[config.mk]
export PLATFORM = sky130hd
export DESIGN_NAME = byte_ring_buffer_with_overflow_flags
export DESIGN_NICKNAME = d
export VERILOG_FILES = /design/src/design/brb_pkg.sv /design/src/design/brb_ctrl.sv /design/src/design/brb_dpath.sv /design/src/design/byte_ring_buffer_with_overflow_flags.sv
export VERILOG_INCLUDE_DIRS = /design/src /design/src/design
export SDC_FILE = /design/constraint.sdc
export NUM_CORES = 2
export LEC_CHECK = 0
export BUFFER_PORTS_ARGS = -buffer_cell sky130_fd_sc_hd__buf_2
export CORE_ASPECT_RATIO = 0.6
export CORE_MARGIN = 1
export CORE_UTILIZATION = 40
export DETAILED_ROUTE_END_ITERATION = 16
export GPL_TIMING_DRIVEN = 0
export HOLD_SLACK_MARGIN = 0.1
export PLACE_DENSITY_LB_ADDON = 0.3
export SLEW_MARGIN = 10
export SYNTH_ARGS = -nofsm -noshare
export SYNTH_HDL_FRONTEND = slang
export SYNTH_SLANG_ARGS = --single-unit
export TNS_END_PERCENT = 50
[constraint.sdc]
create_clock -name clk -period 6.5 [get_ports clk]
set_clock_uncertainty 0.1 [all_clocks]
set_input_delay 1.625 -clock clk [delete_from_list [all_inputs] [get_ports clk]]
set_output_delay 1.625 -clock clk [all_outputs]
set_load 0.005 [all_outputs]
[src/design/byte_ring_buffer_with_overflow_flags_assert.svh]
// ----------------------------------------------------------------------------
// Assertion macros for the byte ring buffer
// Clocked on clk, disabled while rst_n is low.
// ----------------------------------------------------------------------------
`ifndef BYTE_RING_BUFFER_WITH_OVERFLOW_FLAGS_ASSERT_SVH
`define BYTE_RING_BUFFER_WITH_OVERFLOW_FLAGS_ASSERT_SVH

// Same-cycle implication.
`define BRB_ASSERT_NOW(label, ante, cons, msg) \
  label: assert property (@(posedge clk) disable iff (!rst_n) (ante) |-> (cons)) \
    else $error(msg);

// Next-cycle implication.
`define BRB_ASSERT_NEXT(label, ante, cons, msg) \
  label: assert property (@(posedge clk) disable iff (!rst_n) (ante) |=> (cons)) \
    else $error(msg);

`endif

[src/design/brb_pkg.sv]
// ----------------------------------------------------------------------------
// brb_pkg
// Shared codes, field widths and control types of the byte ring buffer.
// ----------------------------------------------------------------------------
package brb_pkg;

  localparam int unsigned FUNC_W   = 2;
  localparam int unsigned BYTE_W   = 8;
  localparam int unsigned STAT_W   = 2;
  localparam int unsigned CFG_W    = 9;
  localparam int unsigned RES_W    = 30;
  localparam int unsigned OUT_W    = 32;

  localparam logic [FUNC_W-1:0] FN_PUSH  = 2'd0;
  localparam logic [FUNC_W-1:0] FN_POP   = 2'd1;
  localparam logic [FUNC_W-1:0] FN_RESET = 2'd2;
  localparam logic [FUNC_W-1:0] FN_CLROV = 2'd3;

  localparam logic [STAT_W-1:0] ST_OK    = 2'd0;
  localparam logic [STAT_W-1:0] ST_WRAP  = 2'd1;
  localparam logic [STAT_W-1:0] ST_OVF   = 2'd2;

  typedef struct packed {
    logic clear;     // zero one store entry
    logic accept;    // take the input word
    logic load_out;  // build the result word
  } brb_cmd_t;

  typedef struct packed {
    logic clr_last;  // clearing pass is at its last entry
  } brb_sts_t;

endpackage

[src/design/brb_ctrl.sv]
// ----------------------------------------------------------------------------
// brb_ctrl
// Sequencer: clearing pass after reset, then accept, load and hold per word.
// ----------------------------------------------------------------------------
module brb_ctrl
  import brb_pkg::*;
(
  input  logic     clk,
  input  logic     rst_n,
  input  logic     in_tvalid,
  output logic     in_tready,
  output logic     out_tvalid,
  input  logic     out_tready,
  input  brb_sts_t sts,
  output brb_cmd_t cmd
);

  typedef enum logic [3:0] {
    S_CLEAR = 4'b0001,
    S_IDLE  = 4'b0010,
    S_LOAD  = 4'b0100,
    S_HOLD  = 4'b1000
  } brb_state_t;

  brb_state_t state_r, state_nxt;

  always_comb begin
    state_nxt = state_r;
    case (state_r)
      S_CLEAR: begin
        if (sts.clr_last) state_nxt = S_IDLE;
      end
      S_IDLE: begin
        if (in_tvalid) state_nxt = S_LOAD;
      end
      S_LOAD: begin
        state_nxt = S_HOLD;
      end
      S_HOLD: begin
        if (out_tready) state_nxt = S_IDLE;
      end
      default: begin
        state_nxt = S_CLEAR;
      end
    endcase
  end

  always_ff @(posedge clk) begin
    if (!rst_n) begin
      state_r <= S_CLEAR;
    end else begin
      state_r <= state_nxt;
    end
  end

  assign in_tready    = (state_r == S_IDLE);
  assign out_tvalid   = (state_r == S_HOLD);
  assign cmd.clear    = (state_r == S_CLEAR);
  assign cmd.accept   = (state_r == S_IDLE) && in_tvalid;
  assign cmd.load_out = (state_r == S_LOAD);

endmodule

[src/design/brb_dpath.sv]
// ----------------------------------------------------------------------------
// brb_dpath
// Byte store, pointers, sticky flags, size register and result register.
// ----------------------------------------------------------------------------
module brb_dpath
  import brb_pkg::*;
#(
  parameter int unsigned DEPTH = 256
)
(
  input  logic              clk,
  input  logic              rst_n,
  input  brb_cmd_t          cmd,
  output brb_sts_t          sts,
  input  logic [FUNC_W-1:0] func,
  input  logic [BYTE_W-1:0] push_byte,
  input  logic              cfg_we,
  input  logic [CFG_W-1:0]  cfg_data,
  output logic [RES_W-1:0]  result
);

  localparam int unsigned IW = (DEPTH > 1) ? $clog2(DEPTH) : 1;
  localparam int unsigned CW = $clog2(DEPTH + 1);
  localparam logic [16:0] DEPTH17 = 17'(DEPTH);
  localparam logic [16:0] RST17   = (DEPTH < 256) ? 17'(DEPTH) : 17'd256;

  logic [BYTE_W-1:0] mem [DEPTH];
  logic [BYTE_W-1:0] rdata_r;

  logic [CW-1:0]     size_r, size_nxt;
  logic [IW-1:0]     wr_idx_r, wr_idx_nxt;
  logic [IW-1:0]     rd_idx_r, rd_idx_nxt;
  logic              ovf_r, ovf_nxt;
  logic              wrap_r, wrap_nxt;
  logic [IW-1:0]     clr_idx_r;
  logic [STAT_W-1:0] status_r, status_nxt;
  logic              pop_en_r;
  logic [RES_W-1:0]  out_r;

  logic [16:0]       cfg17, clamp17;
  logic [CW-1:0]     wadv, radv;
  logic              wwrap, rwrap;
  logic [IW-1:0]     wnew, rnew;

  logic [CW-1:0]     count, free_b, cap;
  logic [CW+7:0]     count_ext, free_ext;

  // Clamp the size write into 2..DEPTH.
  always_comb begin
    cfg17 = {8'h00, cfg_data};
    if (cfg17 < 17'd2) begin
      clamp17 = 17'd2;
    end else if (cfg17 > DEPTH17) begin
      clamp17 = DEPTH17;
    end else begin
      clamp17 = cfg17;
    end
  end

  assign wadv  = CW'(wr_idx_r) + CW'(1);
  assign wwrap = (wadv >= size_r);
  assign wnew  = wwrap ? '0 : wadv[IW-1:0];
  assign radv  = CW'(rd_idx_r) + CW'(1);
  assign rwrap = (radv >= size_r);
  assign rnew  = rwrap ? '0 : radv[IW-1:0];

  always_comb begin
    size_nxt   = size_r;
    wr_idx_nxt = wr_idx_r;
    rd_idx_nxt = rd_idx_r;
    ovf_nxt    = ovf_r;
    wrap_nxt   = wrap_r;
    status_nxt = ST_OK;
    if (cfg_we) begin
      size_nxt   = clamp17[CW-1:0];
      wr_idx_nxt = '0;
      rd_idx_nxt = '0;
      ovf_nxt    = 1'b0;
      wrap_nxt   = 1'b0;
    end else if (cmd.accept) begin
      case (func)
        FN_PUSH: begin
          wr_idx_nxt = wnew;
          if (wwrap) begin
            wrap_nxt   = 1'b1;
            status_nxt = ST_WRAP;
          end
          // overflow wins over wrap
          if (wnew == rd_idx_r) begin
            ovf_nxt    = 1'b1;
            status_nxt = ST_OVF;
          end
        end
        FN_POP: begin
          rd_idx_nxt = rnew;
        end
        FN_RESET: begin
          wr_idx_nxt = '0;
          rd_idx_nxt = '0;
          ovf_nxt    = 1'b0;
          wrap_nxt   = 1'b0;
        end
        default: begin
          ovf_nxt = 1'b0;
        end
      endcase
    end
  end

  always_ff @(posedge clk) begin
    if (!rst_n) begin
      size_r    <= RST17[CW-1:0];
      wr_idx_r  <= '0;
      rd_idx_r  <= '0;
      ovf_r     <= 1'b0;
      wrap_r    <= 1'b0;
      clr_idx_r <= '0;
    end else begin
      size_r   <= size_nxt;
      wr_idx_r <= wr_idx_nxt;
      rd_idx_r <= rd_idx_nxt;
      ovf_r    <= ovf_nxt;
      wrap_r   <= wrap_nxt;
      if (cmd.clear) clr_idx_r <= clr_idx_r + IW'(1);
    end
  end

  assign sts.clr_last = (clr_idx_r == IW'(DEPTH - 1));

  // Store: one write port shared by the clearing pass and pushes.
  always_ff @(posedge clk) begin
    if (cmd.clear) begin
      mem[clr_idx_r] <= '0;
    end else if (cmd.accept && (func == FN_PUSH)) begin
      mem[wr_idx_r] <= push_byte;
    end
  end

  // Read at the old read pointer as the word is taken.
  always_ff @(posedge clk) begin
    if (cmd.accept) begin
      rdata_r  <= mem[rd_idx_r];
      pop_en_r <= (func == FN_POP);
      status_r <= status_nxt;
    end
  end

  always_comb begin
    if (wr_idx_r >= rd_idx_r) begin
      count = CW'(wr_idx_r) - CW'(rd_idx_r);
    end else begin
      count = size_r - CW'(rd_idx_r) + CW'(wr_idx_r);
    end
    cap       = size_r - CW'(1);
    free_b    = cap - count;
    count_ext = {8'h00, count};
    free_ext  = {8'h00, free_b};
  end

  always_ff @(posedge clk) begin
    if (cmd.load_out) begin
      out_r <= {wrap_r, ovf_r, (count == '0), (free_b == '0),
                free_ext[7:0], count_ext[7:0], status_r,
                pop_en_r ? rdata_r : 8'h00};
    end
  end

  assign result = out_r;

endmodule

[src/design/byte_ring_buffer_with_overflow_flags.sv]
// ----------------------------------------------------------------------------
// byte_ring_buffer_with_overflow_flags
// Byte ring buffer with push, pop, pointer reset and sticky overflow/wrap flags.
// ----------------------------------------------------------------------------
// After reset the block zeroes its DEPTH-entry byte store, one entry a cycle,
// and takes no word until that pass ends; size writes on the cfg channel
// are taken throughout. One word is handled at a time: it is taken while
// the block is idle, the result is built from the registered store read in
// the next cycle, and it is offered in the cycle after that and held until
// out_tready. A size write clamps to 2..DEPTH and clears both pointers and
// both flags; the store keeps its contents.
`include "byte_ring_buffer_with_overflow_flags_assert.svh"

module byte_ring_buffer_with_overflow_flags
  import brb_pkg::*;
#(
  parameter int unsigned DEPTH = 256
)
(
  input  logic              clk,
  input  logic              rst_n,
  input  logic              in_tvalid,
  output logic              in_tready,
  input  logic [7:0]        in_tdata,   // [7:0] push_byte
  input  logic [1:0]        in_tuser,   // [1:0] func
  output logic              out_tvalid,
  input  logic              out_tready,
  // [7:0] pop_byte, [9:8] push_status, [17:10] fill_count,
  // [25:18] free_space, [26] is_full, [27] is_empty,
  // [28] overflow_flag, [29] turnaround_flag, [31:30] zero
  output logic [OUT_W-1:0]  out_tdata,
  input  logic              cfg_valid,
  output logic              cfg_ready,
  input  logic [CFG_W-1:0]  cfg_data
);

  brb_cmd_t         cmd;
  brb_sts_t         sts;
  logic [RES_W-1:0] result;

  assign cfg_ready = 1'b1;

  brb_ctrl u_ctrl (
    .clk        (clk),
    .rst_n      (rst_n),
    .in_tvalid  (in_tvalid),
    .in_tready  (in_tready),
    .out_tvalid (out_tvalid),
    .out_tready (out_tready),
    .sts        (sts),
    .cmd        (cmd)
  );

  brb_dpath #(
    .DEPTH (DEPTH)
  ) u_dpath (
    .clk       (clk),
    .rst_n     (rst_n),
    .cmd       (cmd),
    .sts       (sts),
    .func      (in_tuser),
    .push_byte (in_tdata),
    .cfg_we    (cfg_valid && cfg_ready),
    .cfg_data  (cfg_data),
    .result    (result)
  );

  assign out_tdata = {{(OUT_W - RES_W){1'b0}}, result};

  `BRB_ASSERT_NOW(a_one_word, in_tready, !out_tvalid, "input taken while result pending")
  `BRB_ASSERT_NEXT(a_load_after_accept, cmd.accept, cmd.load_out && !in_tready, "no build after accept")
  `BRB_ASSERT_NOW(a_no_accept_in_clear, cmd.clear, !in_tready && !cmd.accept, "word taken during clear")

endmodule

Word level (Yosys, flattened, before mapping)

Memories as Yosys holds them, arrays and structs flattened. A register that Yosys moved wholly into a read port is not among the register bits.
Cells that the tools add are included.

Add/sub/neg operators: 8
$lt $le $gt $ge: 5
Eq/ne operators: 13
Muxes and demuxes: 25
Bitwise logic cells: 3
Reductions and logical operators: 16

Operators by type and width:

| kind                  | number |
|---|---|
| $mux W8               | 4 |
| $pmux W8 S2           | 2 |
| $mux W9               | 3 |
| $add A8 B1 Y9 const B | 2 |
| $ge A9 B9 Y1          | 2 |
| $logic_not A9 Y1      | 2 |
| $pmux W4 S4           | 1 |
| $mux W4               | 3 |
| $add A9 B8 Y9         | 1 |
| $gt A9 B9 Y1 const B  | 1 |
| $lt A9 B2 Y1 const B  | 1 |
| $mux W1               | 9 |
| $reduce_and A3 Y1     | 3 |
| $sub A8 B8 Y9         | 1 |
| $sub A9 B1 Y9 const B | 1 |
| $sub A9 B8 Y9         | 1 |
| $sub A9 B9 Y9         | 1 |
| $add A8 B1 Y8 const B | 1 |
| $eq A8 B8 Y1          | 1 |
| $eq A8 B8 Y1 const B  | 1 |
| $ge A8 B8 Y1          | 1 |
| $ne A2 B1 Y1 const B  | 4 |
| $reduce_or A8 Y1      | 1 |
| $eq A4 B1 Y1 const B  | 1 |
| other kinds (15)      | 22 |

Register bits: 72
Bits in writable memories: 2048
Input bits: 24
Output and inout port bits: 35
Logic and storage cells: 83
Memories kept: 1

Memories:

| memory      | depth | bits a word | read ports | clocked after memory_dff | wr ports | RTL line        | source |
|---|---|---|---|---|---|---|---|
| u_dpath.mem | 256   | 8           | 1          | 1                        | 1        | brb_dpath.sv:27 | `logic [BYTE_W-1:0] mem [DEPTH];` |

Depth between registers and ports, before layout

Depth after elaboration: 8
Depth in mapped cells: 21
Gate-level depth less buffers: 19

Modules after synthesis

From an unflattened synthesis, not the netlist that was laid out.

Cells, all modules: 3856
Area total of the unflattened synthesis: 84482.3 um2

By module, submodules not included:

| module                               | instances | cells an instance | area each (um2) | seq. area each (um2) |
|---|---|---|---|---|
| brb_dpath                            | 1         | 3825              | 84197.0         | 63430.8 |
| brb_ctrl                             | 1         | 26                | 255.2           | 80.1 |
| byte_ring_buffer_with_overflow_flags | 1         | 5                 | 30.0            | 0.0 |

Least setup slack after synthesis

No wires, ideal clock.

Path kind: input to register
Start: input in_tuser[0]
End: memory u_dpath.mem[0][0], data pin
Setup time: 0.869 ns
Arrival time: 5.672 ns
Required time: 5.531 ns
Path slack: -0.141 ns
Cell stages on the path: 5
Buffers on the path: 1
Cells stage by stage: inv_1 > ha_1 > and3_1 > clkbuf_1 > and2_1

Word-level cells in the longest chain between the ends: 7

Ends and longest elaborated chain:

| what                              | RTL line                                   | source |
|---|---|---|
| from (decl)                       | byte_ring_buffer_with_overflow_flags.sv:25 | `input logic [1:0] in_tuser,` |
| $logic_not A2 Y1                  | brb_dpath.sv:134                           | `end else if (cmd.accept && (func == FN_PUSH)) begin` |
| $logic_and A1 B1 Y1               | brb_dpath.sv:134                           |  |
| $mux W1                           | brb_dpath.sv:134                           |  |
| $mux W1                           | brb_dpath.sv:132                           | `if (cmd.clear) begin` |
| $mux W1 (not written as such)     | brb_dpath.sv:135                           | `mem[wr_idx_r] <= push_byte;` |
| $reduce_or A8 Y1 (no source line) | --                                         |  |
| $mux W8 (no source line)          | --                                         |  |
| to (decl)                         | brb_dpath.sv:27                            |  |

Every way passes these cells.

Worst setup path after layout

Start: register u_dpath.rd_idx_r[4]
End: register u_dpath.out_r[26] (netlist: u_dpath.result[26]), data pin

Word-level cells in the longest chain between the ends: 5
Elaborated cells between the ends (all ways): 7
Classes of those cells: 4 x add/sub; 1 x order compare; 1 x mux; 1 x reduce/logical

Ends and longest elaborated chain:

| what                   | RTL line         | source |
|---|---|---|
| from (decl)            | brb_dpath.sv:32  | `logic [IW-1:0] rd_idx_r, rd_idx_nxt;` |
| from (signal assigned) | brb_dpath.sv:121 | `rd_idx_r <= rd_idx_nxt;` |
| $sub A9 B8 Y9          | brb_dpath.sv:152 | `count = size_r - CW'(rd_idx_r) + CW'(wr_idx_r);` |
| $add A9 B8 Y9          | brb_dpath.sv:152 |  |
| $mux W9 (*)            | brb_dpath.sv:149 | `if (wr_idx_r >= rd_idx_r) begin` |
| $sub A9 B9 Y9 (*)      | brb_dpath.sv:155 | `free_b = cap - count;` |
| via u_dpath.free_b[7]  | brb_dpath.sv:45  | `logic [CW-1:0] count, free_b, cap;` |
| $logic_not A9 Y1 (*)   | brb_dpath.sv:162 | `out_r <= {wrap_r, ovf_r, (count == '0), (free_b == '0),` |
| to (signal assigned)   | brb_dpath.sv:162 |  |
| to (decl)              | brb_dpath.sv:38  | `logic [RES_W-1:0] out_r;` |

The timed path passes the listed nets; every way through them passes the cells marked *.
A chain may end at the register's enable or synchronous reset.

==> summary.md <==
| Metric | Value |
|---|---|
| Power density cells | `277.0 mW/mm²` |
| CP arrival | `6600 ps` |
| # rows | `130` |
| Share of async-settable or async-resettable flops after synthesis | `0` |
| WL per Instance | `roughly 33 µm` |
| Worst-path cell chain | `clkinvlp_4 -> buf_2 -> buf_2 -> clkbuf_4 -> ha_1 -> nand3_1 -> or2_1 -> o22ai_1 -> nand2b_1 -> clkbuf_1 -> nor2_1 -> a21oi_2 -> ha_1 -> a31oi_1 -> a21oi_1 -> or2_2 -> o311ai_0 -> nor4_1` |
| WP buf/inv | `5` |
| TritonCTS clock tree | `yes` |
| Yosys cell types | `69` |
| Leak Pwr | `between 20 and 30 nW` |
| FF/Latch Area | `roughly 0.064 mm²` |
| Max Cap Viol | `0` |
| DRT antenna net count | `0` |
| Top_reg_cell synth | `edfxtp_1` |
| Clock transition at the registers of the reported paths | `roughly 60 ps` |
| Period utilization | `0.9493` |
| Drt total wl | `~240000 µm` |
| Setup violations, final | `0` |
| Vias | `42810` |
| Vias per inst | `between 6 and 7` |
| Area Overhead vs Synth | `12.34%` |
| Synth top area cells | `edfxtp_1, mux4_2, nor2_1` |
| GRT Total Usage | `0.2197` |
| H-tree levels | `4` |
| Core area | `between 0.2 and 0.25 mm²` |
| # IOs | `a little under 60` |
| FF+latch count, synth | `roughly 2100` |
| Initial antenna violation count | `13` |
| Slowest Stage Delay on Critical Path | `~560 ps` |
| Die Y | `~360 µm` |
| Share of the synthesized area in the top cell type | `0.7428` |
| Critical Path RT | `between 6000 and 7000 ps` |
| Most common cell in the netlist | `edfxtp_1` |
| Max Slew Vio Count | `0` |
| R2r startpoint | `u_dpath.rd_idx_r[4]` |
| Syn avg cell area | `approximately 21 µm²` |
| Slew HR | `0.06152` |
| DRC viols | `0` |
| Die area | `about 0.21 mm²` |
| Multi-input gate area | `slightly below 0.02 mm²` |
| Slew @ Worst Pin | `1408 ps` |
| Clock Sinks | `around 2100` |
| Share of cells above drive strength 1 | `0.2541` |
| Unrepaired setup endpoints after global routing | `no` |
| Fin crit period | `approximately 6000 ps` |
| Hold Path Depth | `0` |
| CP Class | `flop to flop` |
| Hold Slack | `around 350 ps` |
| Worst-path maximum fanout | `19` |
| Port bufs | `55` |
| Die Span X | `approximately 600 µm` |
| Placer Congestion | `just over 0.9` |
| Crit end category | `flop` |
| Total gr overflow | `0` |
| Nets | `4299` |
| Setup TNS | `0 ps` |
| Clock Tree Root | `clkbuf_16` |
| Outcome | `completed` |
| Layout fillers | `roughly 18000` |
| Seq/Total Area, Yosys | `0.7520` |
| 1st-iter DRT viols | `6862` |
| WHS Endpoint | `u_dpath.result[9]` |
| FF-to-FF path depth | `18` |
| Yosys warns | `0` |
| Cts bufs inserted | `around 190` |
| Startpoint types | `flop` |
| Worst VDD drop | `0.1977 mV` |
| Critical-path top delay cell | `dfxtp_1` |
| Largest net degree at the start of global routing | `81` |
| Worst reg2reg endpoint | `u_dpath.result[26]` |
| Number of synthesized flops with an enable pin | `between 2000 and 2500` |
| Hold Crit Class | `flop to flop` |
| Worst skew pair latency | `about 840 ps` |
| Synth top cells by count | `edfxtp_1, mux4_2, nor2_1` |
| Reg-to-reg slack, setup | `roughly 330 ps` |
| Area leader, netlist | `edfxtp_1` |
| First-pass GRT wire length | `about 330000 µm` |
| Mapped Cells | `3941` |
| Worst hold path startpoint | `u_dpath.status_r[1]` |
| Final hold vios | `0` |
| Netlist Area Pre-Place | `about 0.084 mm²` |
| CP delay by family, top | `buffers and inverters` |
| Pre-Repair DR Iteration Count | `6` |
| Setup bufs post-CTS | `0` |
| Vias in the first global route | `40590` |
| FMAX | `162.1 MHz` |
| Clock buffer depth | `4` |
| Detail Placement HPWL | `~160000 µm` |
| Initial Util | `0.4031` |
cell usage in the layout, fill, tap and decap left out, types with 50 or more instances in the layout:
cell and instances:
nor2_1 289, nand3_1 79, clkbuf_1 148, edfxtp_1 2089, clkbuf_16 195, buf_2 118, inv_1 54, mux4_2 648
nand2_1 137, ha_1 50
through the flow:
step	util	instances	total power, mW	cell area, µm²	setup slack, ps
after floorplan	-	3942	15.36	84470	1682
after global placement	0.4211	6769	15.50	88210	-1645
after detailed placement	0.4249	6801	15.51	89020	-378.4
after CTS	0.4528	7127	26.36	94860	65.82
after global routing	0.4529	7125	26.89	94880	27.04
final	0.4529	7125	26.28	94880	329.4
power by group:
part	switching (mW)	internal (mW)
combinational	0.243	0.115
clock	4.99	6.07
sequential	0.00968	14.8
worst max path at each step:
stage / from / to / slack, ps / cells after the start
5_1_grt: u_dpath.rd_idx_r[4] / u_dpath.result[26] / 30 / 18
6_report: u_dpath.rd_idx_r[4] / u_dpath.result[26] / 330 / 18
3_3_place_gp: in_tuser[0] / u_dpath.mem[150][4] / -1650 / 6
3_5_place_dp: u_dpath.rd_idx_r[3] / u_dpath.result[26] / -380 / 19
2_1_floorplan: in_tuser[0] / u_dpath.mem[0][0] / 1680 / 5
4_1_cts: u_dpath.rd_idx_r[3] / u_dpath.result[26] / 70 / 18
state kept, by name, indices dropped and copies added, names as in the netlist:
name	cells
u_dpath.clr_idx_r	8
u_dpath.size_r	9
u_dpath.pop_en_r	1
u_dpath.rd_idx_r	8
u_dpath.mem	2048
u_dpath.result	30
u_dpath.wrap_r	1
u_ctrl.state_r	4
u_dpath.rdata_r	8
u_dpath.ovf_r	1
u_dpath.wr_idx_r	8
u_dpath.status_r	2
per-layer routing:
layer  track usage  vias up  wire length (µm)
met5             0        -                 0
met4       0.03640        0              3774
met3       0.08897      266             35800
met2        0.2697     2541             88540
met1        0.3594    23120            107000
li1              -    16890                 -
cells by family (layout without fill, tap and decap cells):
family	count (synthesis)	count (layout)	share of synthesized area
DFF	2128	2128	0.7520
adders and majority gates	59	59	0.009541
and+or+nand+nor	617	617	0.03252
buffers and inverters	274	684	0.01350
AOI/OAI and AO/OA	136	136	0.01105
xor gates and xnor gates	42	42	0.004356
muxes	683	683	0.1769
other	2	4	0.00008892
area by class of cell:
type | count | area share
Sequential cell | 2128 | 0.6694
Multi-Input combinational cell | 1540 | 0.2093
Inverter | 57 | 0.002295
Buffer | 211 | 0.009917
Clock buffer | 236 | 0.05305
Clock inverter | 93 | 0.008638
Timing Repair Buffer | 87 | 0.01081
Antenna cell | 1 | 0.00002637
Tap cell | 2772 | 0.03655
what timing repair did:
action / 4_1_cts / 5_1_grt
resized for setup: 1 / 7
gates cloned: 0 / 0
hold buffers: 0 / 0
pin swaps: 0 / 0
endpoints found under the setup margin: 3 / 3
Power figures use the tool's default switching activity.
